File: config.mk
export PLATFORM = sky130hd
export DESIGN_NAME = getc_ram
export DESIGN_NICKNAME = d
export VERILOG_FILES = /design/src/hdl/grid_edge_traversal_cost_defines.svh /design/src/hdl/getc_ram.sv
export SDC_FILE = /design/constraint.sdc
export NUM_CORES = 2
export LEC_CHECK = 0
export ABC_AREA = 1
export BUFFER_PORTS_ARGS = -buffer_cell sky130_fd_sc_hd__buf_2
export CAP_MARGIN = 20
export CORE_UTILIZATION = 45
export CTS_CLUSTER_SIZE = 10
export DETAILED_ROUTE_END_ITERATION = 6
export GPL_TIMING_DRIVEN = 0
export PLACE_DENSITY_LB_ADDON = 0.25
export SLEW_MARGIN = 5
export SYNTH_ARGS = -nofsm -noshare
export SYNTH_HDL_FRONTEND = slang
export SYNTH_SLANG_ARGS = --single-unit
File: constraint.sdc
create_clock -name clock -period 3.43 [get_ports clock]
set_clock_uncertainty 0.2 [all_clocks]
set_input_delay 0.5145 -clock clock [delete_from_list [all_inputs] [get_ports clock]]
set_output_delay 0.5145 -clock clock [all_outputs]
set_load 0.1 [all_outputs]
File: src/hdl/grid_edge_traversal_cost_defines.svh
// Assertion macros for the grid edge traversal cost block.
`ifndef GRID_EDGE_TRAVERSAL_COST_DEFINES_SVH
`define GRID_EDGE_TRAVERSAL_COST_DEFINES_SVH

`ifndef SYNTHESIS
// same-cycle implication
`define GETC_ASSERT_IMP(lbl, clk, rst, ante, cons) \
   lbl: assert property (@(posedge clk) disable iff (rst) (ante) |-> (cons)) \
      else $error("grid edge cost check failed");
// next-cycle implication
`define GETC_ASSERT_NXT(lbl, clk, rst, ante, cons) \
   lbl: assert property (@(posedge clk) disable iff (rst) (ante) |=> (cons)) \
      else $error("grid edge cost check failed");
`else
`define GETC_ASSERT_IMP(lbl, clk, rst, ante, cons)
`define GETC_ASSERT_NXT(lbl, clk, rst, ante, cons)
`endif

`endif

File: src/hdl/getc_ram.sv
// Generic single-port RAM with registered read data.
module getc_ram #(
   parameter int WIDTH = 8,
   parameter int DEPTH = 256,
   localparam int ADDR_W = (DEPTH > 1) ? $clog2(DEPTH) : 1
) (
   input  logic              clock,
   input  logic              we,
   input  logic [ADDR_W-1:0] addr,
   input  logic [WIDTH-1:0]  wdata,
   output logic [WIDTH-1:0]  rdata
);

   logic [WIDTH-1:0] mem_ff [DEPTH];
   logic [WIDTH-1:0] rdata_ff;

   always_ff @(posedge clock) begin
      if (we) begin
         mem_ff[addr] <= wdata;
      end
      rdata_ff <= mem_ff[addr];
   end

   assign rdata = rdata_ff;

endmodule

==> metrics <==
Seq/Total Area, Yosys 72.7%; via count of the routed design 57700; count of final hold-check violations 0; die boundary width 436 um; worst-case clock buffer depth 3; DR vias/cell 5.32; Power Dens Cells 552 nW/um^2; number of enable-type register cells in the synthesized netlist 2048; RSZ-0062 raised after global routing yes; Routability Congestion 0.995; uppermost layer routed met4; Highest Clock Rate 0.286 GHz; FF+latch count, synth 2056; number of placed cells counting well taps 10600; M1 WL 106 mm; Final HPWL DP 177 mm; setup slack after layout -0.0611 ns; All-Layer GR Usage 26.9%; number of buffers inserted to repair setup after CTS 0; cell area after synthesis 84900 sq um; ratio of final minimum period to clock period 102%; Cell variety after synth 18; CTS clock-pin slew for the worst setup and hold paths 0.05 ns; number of antenna violations at the first check in global routing 11; I/O Pins 26; critical setup path kind input pin to flip-flop; Clock Sinks 2056; nets in the synthesized netlist 8039; slew at the pin with the worst max-slew slack 1.23 ns; yosys warns 0; post-route non-filler standard cell count 10900; path type of the worst min-delay path input pin to flip-flop; final antenna-violating net count 0; peak fanout along the critical path 10; final worst path period need 3.49 ns; routed length on met2 118 mm; effective utilization at floorplan 45.2%; commonest non-fill, non-tap cell in the layout nand2_1; result of the run finished, violations left; pin count of the biggest net entering global routing 118; worst slew margin relative to its limit 18.3%; global-route wire length before repair 368 mm; CTS buffer count 226; gate count of the mapped netlist 8021; Setup Viol. Count Final 107; fraction of layout cells with a size suffix above 1 6.10%; average routed wire per standard cell 23.9 um; arrival time at the worst endpoint 3.80 ns; cell leakage power 37.5 nW; metal3 WL 25.0 mm; syn avg cell area 10.6 sq um; drt drc 0; total global routing overflow 0; most frequently used flop master after synthesis edfxtp_1; required time worst endpoint 3.74 ns; Max VDD drop 0.000493 V; total non-filler cell area in the finished layout 95000 sq um; via count of the first global-routing pass 54300; total core area 188000 sq um; num rows 159; max-slew violation count 0; number of detailed-routing iterations run before antenna repair 6; total number of H-tree levels 4; Post-DP Area 88700 sq um; FFs w/ async S/R, synth 0%; final WL 259 mm; number of nets in the finished design 8322; crit end category flip-flop; buffer cell driving the clock tree root clkbuf_16; die outline area 190000 sq um; floorplan die height 436 um; Initial DRC Count 6827; clock latency at the later pin of the worst-skew pair 0.88 ns; # Max-Cap Violations 0; violations in the final reports negative setup slack; Port Buf Inserts 23; commonest cells after routing, fill and taps aside nand2_1 (4770), edfxtp_1 (2048), nor2_1 (347), clkbuf_16 (227), clkbuf_1 (197); TritonCTS clock tree done; area delta synth->final 11.9%; category of the worst setup path launch point input pin
==> cells by family (layout without fill, tap and decap cells) <==
logic type | after synthesis | count (layout) | share of synthesized area (%)
AND/OR/NAND/NOR | 5321 | 5321 | 23.8
flip-flops | 2056 | 2056 | 72.7
buffers and inverters | 452 | 785 | 2.36
AO/OA/AOI/OAI | 192 | 192 | 1.13
other | 0 | 6 | 0
==> registers in the layout, summed over array words and instances, names as in the netlist <==
register	flops
mem_ff	2048
rdata	8
==> power breakdown <==
group	total, W	switching (W)	internal [W]
clock	0.0212	0.00940	0.0118
combinational	0.00354	0.00282	0.000719
sequential	0.0277	0.0000154	0.0277
==> Yosys cell counts, types with 6 or more instances <==
cell type	number	share of area, %
nor2_1	361	1.6
a21oi_1	32	0.19
inv_1	31	0.14
o21ai_0	41	0.24
edfxtp_1	2048	72
o21ai_1	119	0.70
nand3_1	188	1.1
buf_1	52	0.23
dfxtp_1	8	0.19
clkbuf_1	170	0.75
buf_6	7	0.093
nand2_1	4770	21
buf_2	182	1.1
buf_4	6	0.053
==> path summary, 6_finish.rpt <==
path	from	end	slack, ns	cells after the start
hold reg to reg	mem_ff[103][7]	rdata[7]	0.90	10
setup / recovery	addr[0]	mem_ff[50][0]	-0.06	10
hold / removal	wdata[1]	mem_ff[135][1]	0.04	1
setup reg to reg	mem_ff[149][2]	rdata[2]	0.75	12
==> per-stage QoR <==
step                      power, W  setup TNS [ns]  hold slack [ns]  setup WS [ns]  utilization [%]
after detailed placement    0.0317        -1012.41            0.707          -1.02             47.3
final                       0.0525           -2.58           0.0391        -0.0611             50.6
after CTS                   0.0525               0           0.0150         0.0527             50.6
after global routing        0.0537           -5.73           0.0475        -0.0796             50.6
after global placement      0.0317        -6375.99            0.872          -2.74             47.0
after floorplan             0.0299               0            0.413          0.875                -
==> routing by layer <==
| layer | track usage, % | vias up |
|---|---|---|
| met5 | 0 | - |
| met4 | 10.2 | 0 |
| met3 | 5.85 | 432 |
| met2 | 42.0 | 2567 |
| met1 | 36.8 | 27900 |
| li1 | - | 26800 |
==> critical path: stages <==
cell	delay, ns
buf_2	0.17
buf_6	0.19
nor2_8	0.41
buf_4	0.27
buf_4	0.22
inv_2	0.17
nor2_1	0.18
nand2_1	0.27
clkbuf_2	0.59
nor2_1	0.73
==> repair_timing <==
| item | CTS | global route |
|---|---|---|
| gates resized for setup | 2 | 15 |
| hold buffers | 7 | 0 |
| pin swaps | 0 | 0 |
| hold endpoints to repair | 293 | 0 |
| endpoints found under the setup margin | 81 | 194 |
==> final cells by class <==
| class | count | area (sq um) |
|---|---|---|
| plain buffers | 417 | 1880 |
| clock buffers | 258 | 5800 |
| inverters | 35 | 136 |
| clock inverters | 20 | 329 |
| fillers | 16400 | 92600 |
| repair buffers | 55 | 818 |
| multi-input cells | 5513 | 21200 |
| diodes | 6 | 15.0 |
| flip-flops and latches | 2056 | 61700 |
| well taps | 2495 | 3120 |
Power figures use the tool's default switching activity.
