<file path="src/hdl/grid_edge_traversal_cost_defines.svh">
// Assertion macros for the grid edge traversal cost block.
`ifndef GRID_EDGE_TRAVERSAL_COST_DEFINES_SVH
`define GRID_EDGE_TRAVERSAL_COST_DEFINES_SVH

`ifndef SYNTHESIS
// same-cycle implication
`define GETC_ASSERT_IMP(lbl, clk, rst, ante, cons) \
   lbl: assert property (@(posedge clk) disable iff (rst) (ante) |-> (cons)) \
      else $error("grid edge cost check failed");
// next-cycle implication
`define GETC_ASSERT_NXT(lbl, clk, rst, ante, cons) \
   lbl: assert property (@(posedge clk) disable iff (rst) (ante) |=> (cons)) \
      else $error("grid edge cost check failed");
`else
`define GETC_ASSERT_IMP(lbl, clk, rst, ante, cons)
`define GETC_ASSERT_NXT(lbl, clk, rst, ante, cons)
`endif

`endif

</file>
<file path="src/hdl/getc_pkg.sv">
// Shared types, codes and tables of the grid edge traversal cost block.
package getc_pkg;

   // unsigned grid dimension / index width (covers grids up to 4096 cells a side)
   localparam int DIM_W = 13;
   // signed coordinate width for window bounds
   localparam int SC_W  = 14;

   typedef enum logic [1:0] {
      OP_LOAD   = 2'd0,
      OP_UPDATE = 2'd1,
      OP_QUERY  = 2'd2
   } op_type;

   localparam logic KIND_REPORT = 1'b0;
   localparam logic KIND_COST   = 1'b1;

   // register indexes
   localparam logic [2:0] CSR_ROWS_IN_USE     = 3'd0;
   localparam logic [2:0] CSR_COLS_IN_USE     = 3'd1;
   localparam logic [2:0] CSR_WINDOW_RADIUS   = 3'd2;
   localparam logic [2:0] CSR_BLOCK_THRESHOLD = 3'd3;
   localparam logic [2:0] CSR_EDGE_COST       = 3'd4;
   localparam logic [2:0] CSR_DIAGONAL_COST   = 3'd5;

   typedef struct packed {
      logic [1:0] op;
      logic [8:0] row;
      logic [8:0] col;
      logic [7:0] cell_value;
      logic [2:0] direction;
   } req_type;

   typedef struct packed {
      logic        kind;
      logic [8:0]  out_row;
      logic [8:0]  out_col;
      logic        blocked;
      logic [15:0] cost;
      logic [7:0]  window_max;
   } rsp_type;

   typedef struct packed {
      logic [8:0]  rows_in_use;
      logic [8:0]  cols_in_use;
      logic [3:0]  window_radius;
      logic [7:0]  block_threshold;
      logic [15:0] edge_cost;
      logic [15:0] diagonal_cost;
   } cfg_type;

   typedef enum logic [2:0] {
      ST_IDLE,
      ST_DECODE,
      ST_CMP,
      ST_CELL,
      ST_SCAN,
      ST_DRAIN,
      ST_EMIT
   } state_type;

   // cell offsets relative to the node: {row minus one, col minus one}
   typedef struct packed {
      logic       two;
      logic [1:0] a;
      logic [1:0] b;
   } cell_pair_type;

   // cells examined for each neighbor direction
   function automatic cell_pair_type dir_cells(input logic [2:0] dir);
      cell_pair_type p;
      p = '0;
      case (dir)
         3'd0: p = '{two: 1'b1, a: 2'b00, b: 2'b01};
         3'd1: p = '{two: 1'b0, a: 2'b00, b: 2'b00};
         3'd2: p = '{two: 1'b1, a: 2'b10, b: 2'b00};
         3'd3: p = '{two: 1'b0, a: 2'b10, b: 2'b00};
         3'd4: p = '{two: 1'b1, a: 2'b10, b: 2'b11};
         3'd5: p = '{two: 1'b0, a: 2'b11, b: 2'b00};
         3'd6: p = '{two: 1'b1, a: 2'b11, b: 2'b01};
         default: p = '{two: 1'b0, a: 2'b01, b: 2'b00};
      endcase
      return p;
   endfunction

endpackage

</file>
<file path="src/hdl/getc_seq.sv">
// Sequencer: command decode, window scan address walk, shared max unit, result register.
`include "grid_edge_traversal_cost_defines.svh"

module getc_seq #(
   parameter int GRID_ROWS = 256,
   parameter int GRID_COLS = 256,
   localparam int ADDR_W = $clog2(GRID_ROWS * GRID_COLS)
) (
   input  logic                 clock,
   input  logic                 reset,
   input  getc_pkg::cfg_type    cfg,
   input  logic                 req_valid,
   output logic                 req_ready,
   input  getc_pkg::req_type    req_data,
   output logic                 rsp_valid,
   input  logic                 rsp_ready,
   output getc_pkg::rsp_type    rsp_data,
   output logic [ADDR_W-1:0]    ram_addr,
   output logic                 ram_we,
   output logic [7:0]           ram_wdata,
   input  logic [7:0]           ram_rdata
);

   localparam int DW = getc_pkg::DIM_W;
   localparam int SW = getc_pkg::SC_W;

   getc_pkg::state_type state_ff, state_in;
   getc_pkg::req_type   req_ff, req_in;
   getc_pkg::rsp_type   rsp_ff, rsp_in;
   logic                rsp_valid_ff, rsp_valid_in;
   logic                rd_pend_ff, rd_pend_in;
   logic                sel_ff, sel_in;
   logic [7:0]          best_ff, best_in;
   logic [DW-1:0]       i_ff, i_in, j_ff, j_in;
   logic [DW-1:0]       r1_ff, r1_in, c0_ff, c0_in, c1_ff, c1_in;

   logic [DW-1:0]        nr, nc, req_row_u, req_col_u, addr_row, addr_col;
   logic                 in_grid, outside, more_cells, scan_last, emit_go;
   getc_pkg::cell_pair_type pair;
   logic [1:0]           off;
   logic signed [SW-1:0] cr, cc, nr_s, nc_s, rad_s;
   logic signed [SW-1:0] lo_r, hi_r, lo_c, hi_c, r0_s, r1_s, c0_s, c1_s;
   logic [7:0]           cand, max_val;
   logic                 cand_en, blk;

   // grid in use, clipped to the physical array
   assign nr = (DW'(cfg.rows_in_use) < DW'(GRID_ROWS)) ? DW'(cfg.rows_in_use) : DW'(GRID_ROWS);
   assign nc = (DW'(cfg.cols_in_use) < DW'(GRID_COLS)) ? DW'(cfg.cols_in_use) : DW'(GRID_COLS);

   assign req_row_u = DW'(req_ff.row);
   assign req_col_u = DW'(req_ff.col);
   assign in_grid   = (req_row_u < nr) && (req_col_u < nc);

   // current examined cell and its clipped window bounds
   assign pair       = getc_pkg::dir_cells(req_ff.direction);
   assign off        = sel_ff ? pair.b : pair.a;
   assign more_cells = pair.two && !sel_ff;

   assign cr    = $signed(SW'(req_ff.row)) - $signed(SW'(off[1]));
   assign cc    = $signed(SW'(req_ff.col)) - $signed(SW'(off[0]));
   assign nr_s  = $signed(SW'(nr));
   assign nc_s  = $signed(SW'(nc));
   assign rad_s = $signed(SW'(cfg.window_radius));

   assign outside = (cr < 0) || (cc < 0) || (cr >= nr_s) || (cc >= nc_s);

   assign lo_r = cr - rad_s;
   assign hi_r = cr + rad_s;
   assign lo_c = cc - rad_s;
   assign hi_c = cc + rad_s;
   assign r0_s = (lo_r < 0) ? '0 : lo_r;
   assign c0_s = (lo_c < 0) ? '0 : lo_c;
   assign r1_s = (hi_r > nr_s - SW'(1)) ? nr_s - SW'(1) : hi_r;
   assign c1_s = (hi_c > nc_s - SW'(1)) ? nc_s - SW'(1) : hi_c;

   assign scan_last = (i_ff == r1_ff) && (j_ff == c1_ff);

   // memory address: scan counters while walking a window, else the item's cell
   assign addr_row  = (state_ff == getc_pkg::ST_SCAN) ? i_ff : req_row_u;
   assign addr_col  = (state_ff == getc_pkg::ST_SCAN) ? j_ff : req_col_u;
   assign ram_addr  = ADDR_W'(addr_row) * ADDR_W'(GRID_COLS) + ADDR_W'(addr_col);
   assign ram_wdata = req_ff.cell_value;

   // shared max unit: read data, or 255 for a cell beyond the grid
   assign cand    = (state_ff == getc_pkg::ST_CELL) ? 8'hFF : ram_rdata;
   assign cand_en = rd_pend_ff || ((state_ff == getc_pkg::ST_CELL) && outside);
   assign max_val = (cand > best_ff) ? cand : best_ff;

   assign blk     = best_ff > cfg.block_threshold;
   assign emit_go = !rsp_valid_ff || rsp_ready;

   assign req_ready = (state_ff == getc_pkg::ST_IDLE);
   assign rsp_valid = rsp_valid_ff;
   assign rsp_data  = rsp_ff;

   // next state
   always_comb begin
      state_in = state_ff;
      case (state_ff)
         getc_pkg::ST_IDLE: begin
            if (req_valid) state_in = getc_pkg::ST_DECODE;
         end
         getc_pkg::ST_DECODE: begin
            case (req_ff.op)
               getc_pkg::OP_LOAD:   state_in = getc_pkg::ST_IDLE;
               getc_pkg::OP_UPDATE: state_in = in_grid ? getc_pkg::ST_CMP : getc_pkg::ST_IDLE;
               getc_pkg::OP_QUERY:  state_in = getc_pkg::ST_CELL;
               default:             state_in = getc_pkg::ST_IDLE;
            endcase
         end
         getc_pkg::ST_CMP: begin
            state_in = (ram_rdata != req_ff.cell_value) ? getc_pkg::ST_EMIT
                                                         : getc_pkg::ST_IDLE;
         end
         getc_pkg::ST_CELL: begin
            if (!outside) state_in = getc_pkg::ST_SCAN;
            else if (!more_cells) state_in = getc_pkg::ST_EMIT;
         end
         getc_pkg::ST_SCAN: begin
            if (scan_last) state_in = getc_pkg::ST_DRAIN;
         end
         getc_pkg::ST_DRAIN: begin
            state_in = more_cells ? getc_pkg::ST_CELL : getc_pkg::ST_EMIT;
         end
         getc_pkg::ST_EMIT: begin
            if (emit_go) state_in = getc_pkg::ST_IDLE;
         end
         default: state_in = getc_pkg::ST_IDLE;
      endcase
   end

   // datapath controls and register loads
   always_comb begin
      req_in       = req_ff;
      rsp_in       = rsp_ff;
      rsp_valid_in = rsp_valid_ff && !rsp_ready;
      rd_pend_in   = 1'b0;
      sel_in       = sel_ff;
      best_in      = cand_en ? max_val : best_ff;
      i_in         = i_ff;
      j_in         = j_ff;
      r1_in        = r1_ff;
      c0_in        = c0_ff;
      c1_in        = c1_ff;
      ram_we       = 1'b0;
      case (state_ff)
         getc_pkg::ST_IDLE: begin
            if (req_valid) req_in = req_data;
         end
         getc_pkg::ST_DECODE: begin
            if (req_ff.op == getc_pkg::OP_LOAD) ram_we = in_grid;
            best_in = '0;
            sel_in  = 1'b0;
         end
         getc_pkg::ST_CMP: begin
            ram_we = 1'b1;
         end
         getc_pkg::ST_CELL: begin
            if (!outside) begin
               i_in  = DW'(r0_s);
               j_in  = DW'(c0_s);
               c0_in = DW'(c0_s);
               r1_in = DW'(r1_s);
               c1_in = DW'(c1_s);
            end else if (more_cells) begin
               sel_in = 1'b1;
            end
         end
         getc_pkg::ST_SCAN: begin
            rd_pend_in = 1'b1;
            if (j_ff == c1_ff) begin
               j_in = c0_ff;
               i_in = i_ff + 1'b1;
            end else begin
               j_in = j_ff + 1'b1;
            end
         end
         getc_pkg::ST_DRAIN: begin
            if (more_cells) sel_in = 1'b1;
         end
         getc_pkg::ST_EMIT: begin
            if (emit_go) begin
               rsp_valid_in      = 1'b1;
               rsp_in.out_row    = req_ff.row;
               rsp_in.out_col    = req_ff.col;
               if (req_ff.op == getc_pkg::OP_QUERY) begin
                  rsp_in.kind       = getc_pkg::KIND_COST;
                  rsp_in.blocked    = blk;
                  rsp_in.cost       = blk ? '0 : (req_ff.direction[0] ? cfg.diagonal_cost
                                                                       : cfg.edge_cost);
                  rsp_in.window_max = best_ff;
               end else begin
                  rsp_in.kind       = getc_pkg::KIND_REPORT;
                  rsp_in.blocked    = 1'b0;
                  rsp_in.cost       = '0;
                  rsp_in.window_max = '0;
               end
            end
         end
         default: begin
         end
      endcase
   end

   // control registers
   always_ff @(posedge clock) begin
      if (reset) begin
         state_ff     <= getc_pkg::ST_IDLE;
         rsp_valid_ff <= 1'b0;
         rd_pend_ff   <= 1'b0;
      end else begin
         state_ff     <= state_in;
         rsp_valid_ff <= rsp_valid_in;
         rd_pend_ff   <= rd_pend_in;
      end
   end

   // payload registers
   always_ff @(posedge clock) begin
      req_ff  <= req_in;
      rsp_ff  <= rsp_in;
      sel_ff  <= sel_in;
      best_ff <= best_in;
      i_ff    <= i_in;
      j_ff    <= j_in;
      r1_ff   <= r1_in;
      c0_ff   <= c0_in;
      c1_ff   <= c1_in;
   end

   `GETC_ASSERT_IMP(a_we_only_on_write, clock, reset, ram_we, (state_ff == getc_pkg::ST_DECODE) || (state_ff == getc_pkg::ST_CMP))
   `GETC_ASSERT_IMP(a_scan_in_window, clock, reset, state_ff == getc_pkg::ST_SCAN, (i_ff <= r1_ff) && (j_ff <= c1_ff))
   `GETC_ASSERT_IMP(a_pend_after_scan, clock, reset, rd_pend_ff, $past(state_ff) == getc_pkg::ST_SCAN)
   `GETC_ASSERT_IMP(a_report_clean, clock, reset, rsp_valid_ff && (rsp_ff.kind == getc_pkg::KIND_REPORT), !rsp_ff.blocked && (rsp_ff.cost == '0) && (rsp_ff.window_max == '0))

endmodule

</file>
<file path="config.mk">
export PLATFORM = sky130hd
export DESIGN_NAME = getc_seq
export DESIGN_NICKNAME = d
export VERILOG_FILES = /design/src/hdl/getc_pkg.sv /design/src/hdl/getc_seq.sv
export VERILOG_INCLUDE_DIRS = /design/src /design/src/hdl
export SDC_FILE = /design/constraint.sdc
export NUM_CORES = 1
export LEC_CHECK = 0
export ABC_AREA = 1
export BUFFER_PORTS_ARGS = -buffer_cell sky130_fd_sc_hd__buf_2
export CAP_MARGIN = 20
export CELL_PAD_IN_SITES_DETAIL_PLACEMENT = 0
export CELL_PAD_IN_SITES_GLOBAL_PLACEMENT = 1
export CORE_MARGIN = 8
export CORE_UTILIZATION = 28
export CTS_BUF_LIST = sky130_fd_sc_hd__clkbuf_2
export DETAILED_ROUTE_END_ITERATION = 8
export HOLD_SLACK_MARGIN = 0.03
export PLACE_DENSITY_LB_ADDON = 0.1
export SYNTH_ARGS = -nofsm -noshare
export SYNTH_HDL_FRONTEND = slang
export SYNTH_SLANG_ARGS = --single-unit
export TNS_END_PERCENT = 10
</file>
<file path="constraint.sdc">
create_clock -name clock -period 12.6 [get_ports clock]
set_input_delay 2.52 -clock clock [delete_from_list [all_inputs] [get_ports clock]]
set_output_delay 2.52 -clock clock [all_outputs]
set_load 0.1 [all_outputs]
</file>
==> summary.md <==
| Metric | Value |
|---|---|
| Cell count after synthesis | 1,218 |
| Largest net degree at the start of global routing | 47 |
| Finished Layout Cells | 1,878 |
| PD cells | 203 nW/um^2 |
| Starting density of the core | 28.1% |
| Setup Fix Bufs, Post-CTS | 0 |
| Vias in the first global route | 8,740 |
| Mean Syn Cell Area | 8.60 sq um |
| Die width | 209 microns |
| CTS tree | done |
| Most common cell in the netlist | nand2_1 |
| WL/cell | 17.8 microns |
| Fin area | 12,100 sq um |
| Worst setup margin | 5.21 ns |
| CTS sink cnt | 147 |
| Maximum root-to-sink buffer count | 2 |
| CTS root buf | clkbuf_2 |
| EDFF count, synth | 134 |
| Vias per cell | 4.58 |
| CP peak stage delay | 0.47 ns |
| Nets | 1,603 |
| Tcrit/Tclk final | 58.6% |
| Crit path required time | 10.08 ns |
| Fin. Hold Viols | 0 |
| First-pass GRT wire length | 51,200 microns |
| Synth Flop Type | edfxtp_1 |
| Placer Congestion | 0.791 |
| CTS clk-pin slew, worst paths | 0.24 ns |
| Worst Path Max Fanout | 9 |
| Nature of the critical path endpoint | output pin |
| Num CTS Buffers | 17 |
| DR DRC count | 0 |
| Finish-stage setup viols | 0 |
| Max Slew Vio Count | 0 |
| 1st-iter DRT viols | 455 |
| CP Cell Sequence | buf_2, clkinv_1, nand2_1, ha_1, nand2_1, nor2_1, nand3b_1, o2111ai_1, nor2_1, nand3_1, o31ai_1, buf_2 |
| Placed insts | 1,843 |
| Pleak | 5.45 nW |
| RR Endpoint | c1_ff[6] |
| Worst-margin pin slew | 0.920 ns |
| Hold_buf cts | 0 |
| DP Worst Slack | 5.15 ns |
| CP Data Arrival Time | 4.87 ns |
| Worst path top cell family by delay | simple AND/OR/NAND/NOR gates |
| H-tree Lvls | 4 |
| Clock Latency Late Sink | 0.78 ns |
| Area leader, netlist | edfxtp_1 |
| Pwr Total | 0.00246 W |
| R2R Setup Slk | 6.75 ns |
| Synthesis-stage register bit count | 147 |
| Min Tclk post-route | 7.39 ns |
| Num rows | 71 |
| Core footprint | 37,200 sq um |
| Tightest Hold Check Type | reg -> reg |
| Share of cells above drive strength 1 | 18.0% |
| WHS Endpoint | rsp_data[25] |
| Hold Crit Depth | 0 |
| Initial antenna violation count | 1 |
| Peak Freq | 135 MHz |
| Drt first pass iters | 5 |
| Syn nets | 1,432 |
| GRT Overall Usage | 15.2% |
| Setup TNS | 0 ns |
| Critical Path Start Type | input port |
| RSZ-0062 raised after global routing | false |
| Critical R2R Launch | req_ff[0] |
| Synth async-reset ratio | 0% |
| Worst VDD drop | 0.0976 mV |
| Area delta synth->final | 15.6% |
| I/O Buffers | 175 |
| Buf/Inv on CP | 3 |
| Yosys warns | 0 |
| Dpl hpwl | 26,800 microns |
| Grt ovf | 0 |
| Vias after detailed routing | 8,600 |
| Post-synth top cells | nand2_1, inv_1, edfxtp_1 |
| Total Wirelength | 33,400 microns |
| Final ANT Viol Nets | 0 |
| Synth area leaders | edfxtp_1, ha_1, nand2_1 |
| Die Ht | 209 microns |
| Slew headroom | 38.5% |
| Die ar. | 43,800 sq um |
| Ports | 176 |
| Maxcap violations | 0 |
| Yosys cell types | 53 |
| Cts repair resizes | 0 |
| Outcome | completed |
| Top cell type's share of synthesized area | 38.4% |
| Critical path class | in -> out |
| Seq/Total Area, Yosys | 40.9% |
| Reg2Reg Depth | 21 |
| Placed cell areas | 11,900 sq um |
| Worst min-delay path startpoint | req_col_u[0] |
| CP max stage cell | buf_2 |
| Setup Skew | 0.0509 ns |
| Cell area after synthesis | 10,500 sq um |
-- cell families (layout without fill, tap and decap cells) --
logic type | after synthesis | after routing | synth area share [%]
simple gates | 468 | 468 | 19.4
flops | 147 | 147 | 40.9
compound gates | 204 | 204 | 11.2
other cells | 0 | 2 | 0
fa+ha+maj | 109 | 109 | 13.4
buf+inv | 205 | 389 | 7.78
xor+xnor | 85 | 85 | 7.36
-- worst max path at each step --
stage,startpoint,endpoint,slack (ns),cells after the start
after global routing,cfg[52],ram_we,4.97,12
after global placement,cfg[52],ram_we,5.17,12
after floorplan,cfg[46],ram_we,5.74,12
after CTS,cfg[52],ram_we,5.14,12
after detailed placement,cfg[52],ram_we,5.15,12
final,cfg[52],ram_we,5.21,12
-- sequential cells by signal, summed over array words and instances (netlist names) --
signal and cells:
rd_pend_ff 1, req_ff 14, ram_wdata 8, rsp_valid 1, rsp_data 44, req_col_u 9
state_ff 3, c0_ff 10, r1_ff 11, best_ff 8, sel_ff 1, j_ff 13
c1_ff 11, i_ff 13
-- worst reg2reg max path: stages (launching register included) --
cell and delay (ns):
edfxtp_1 0.44, clkinv_1 0.33, a21oi_1 0.12, a211oi_1 0.47, ha_1 0.31, nand2_1 0.17, xor2_1 0.47, ha_1 0.37
o31ai_1 0.32, inv_1 0.10, nor2_1 0.10, inv_1 0.08, nor4_1 0.45, nor2_1 0.14, ha_1 0.37, nand2_1 0.09
nor2_1 0.14, nand3_1 0.10, o2111ai_1 0.13, xnor2_1 0.17, nand2_1 0.36, o21ai_0 0.42
-- metrics by stage --
step | utilization, % | hold slack [ns]
after floorplan | - | 0.426
after detailed placement | 31.8 | 0.439
after global routing | 32.5 | 0.509
final | 32.5 | 0.496
after global placement | 31.8 | 0.438
after CTS | 32.4 | 0.493
-- power by group --
group          internal, W  total, W  leakage, nW  switching, W
Clock            0.0000735  0.000273        0.131      0.000199
Sequential        0.000659  0.000739         1.34     0.0000801
Combinational     0.000388   0.00145         3.98       0.00106
Total              0.00112   0.00246         5.45       0.00134
-- routing by layer --
| metal | vias up | track usage [%] | share of wire (%) |
|---|---|---|---|
| li1 | 4445 | - | - |
| met1 | 4002 | 20.1 | 48 |
| met2 | 138 | 25.6 | 48 |
| met3 | 15 | 2.76 | 3.3 |
| met4 | 0 | 3.23 | 1.0 |
| met5 | - | 0 | 0 |
-- cells in the final DEF (no fill, tap or decap), types with 4 or more instances in the layout --
cell type	instances
a211oi_1	7
a21oi_1	74
buf_2	175
buf_4	5
clkbuf_2	17
clkinv_1	4
dfxtp_1	13
edfxtp_1	134
fa_1	5
ha_1	104
inv_1	169
inv_2	5
inv_6	5
nand2_1	227
nand2_2	5
nand3_1	52
nand3b_1	4
nand4_1	18
nor2_1	128
nor2_2	4
nor2_4	5
nor3_1	11
o21ai_0	71
o21ai_1	6
o221a_2	4
o22ai_1	11
o31ai_1	5
xnor2_1	22
xor2_1	61
-- cell type report --
cell class / instances / area (sq um)
multi-input cells: 866 / 5400
clock inverters: 15 / 133
inverters: 176 / 661
flip-flops and latches: 147 / 4280
diodes: 2 / 5.00
repair buffers: 181 / 941
clock buffers: 17 / 85.1
well taps: 474 / 593
fillers: 3968 / 25100
Power figures use the tool's default switching activity.
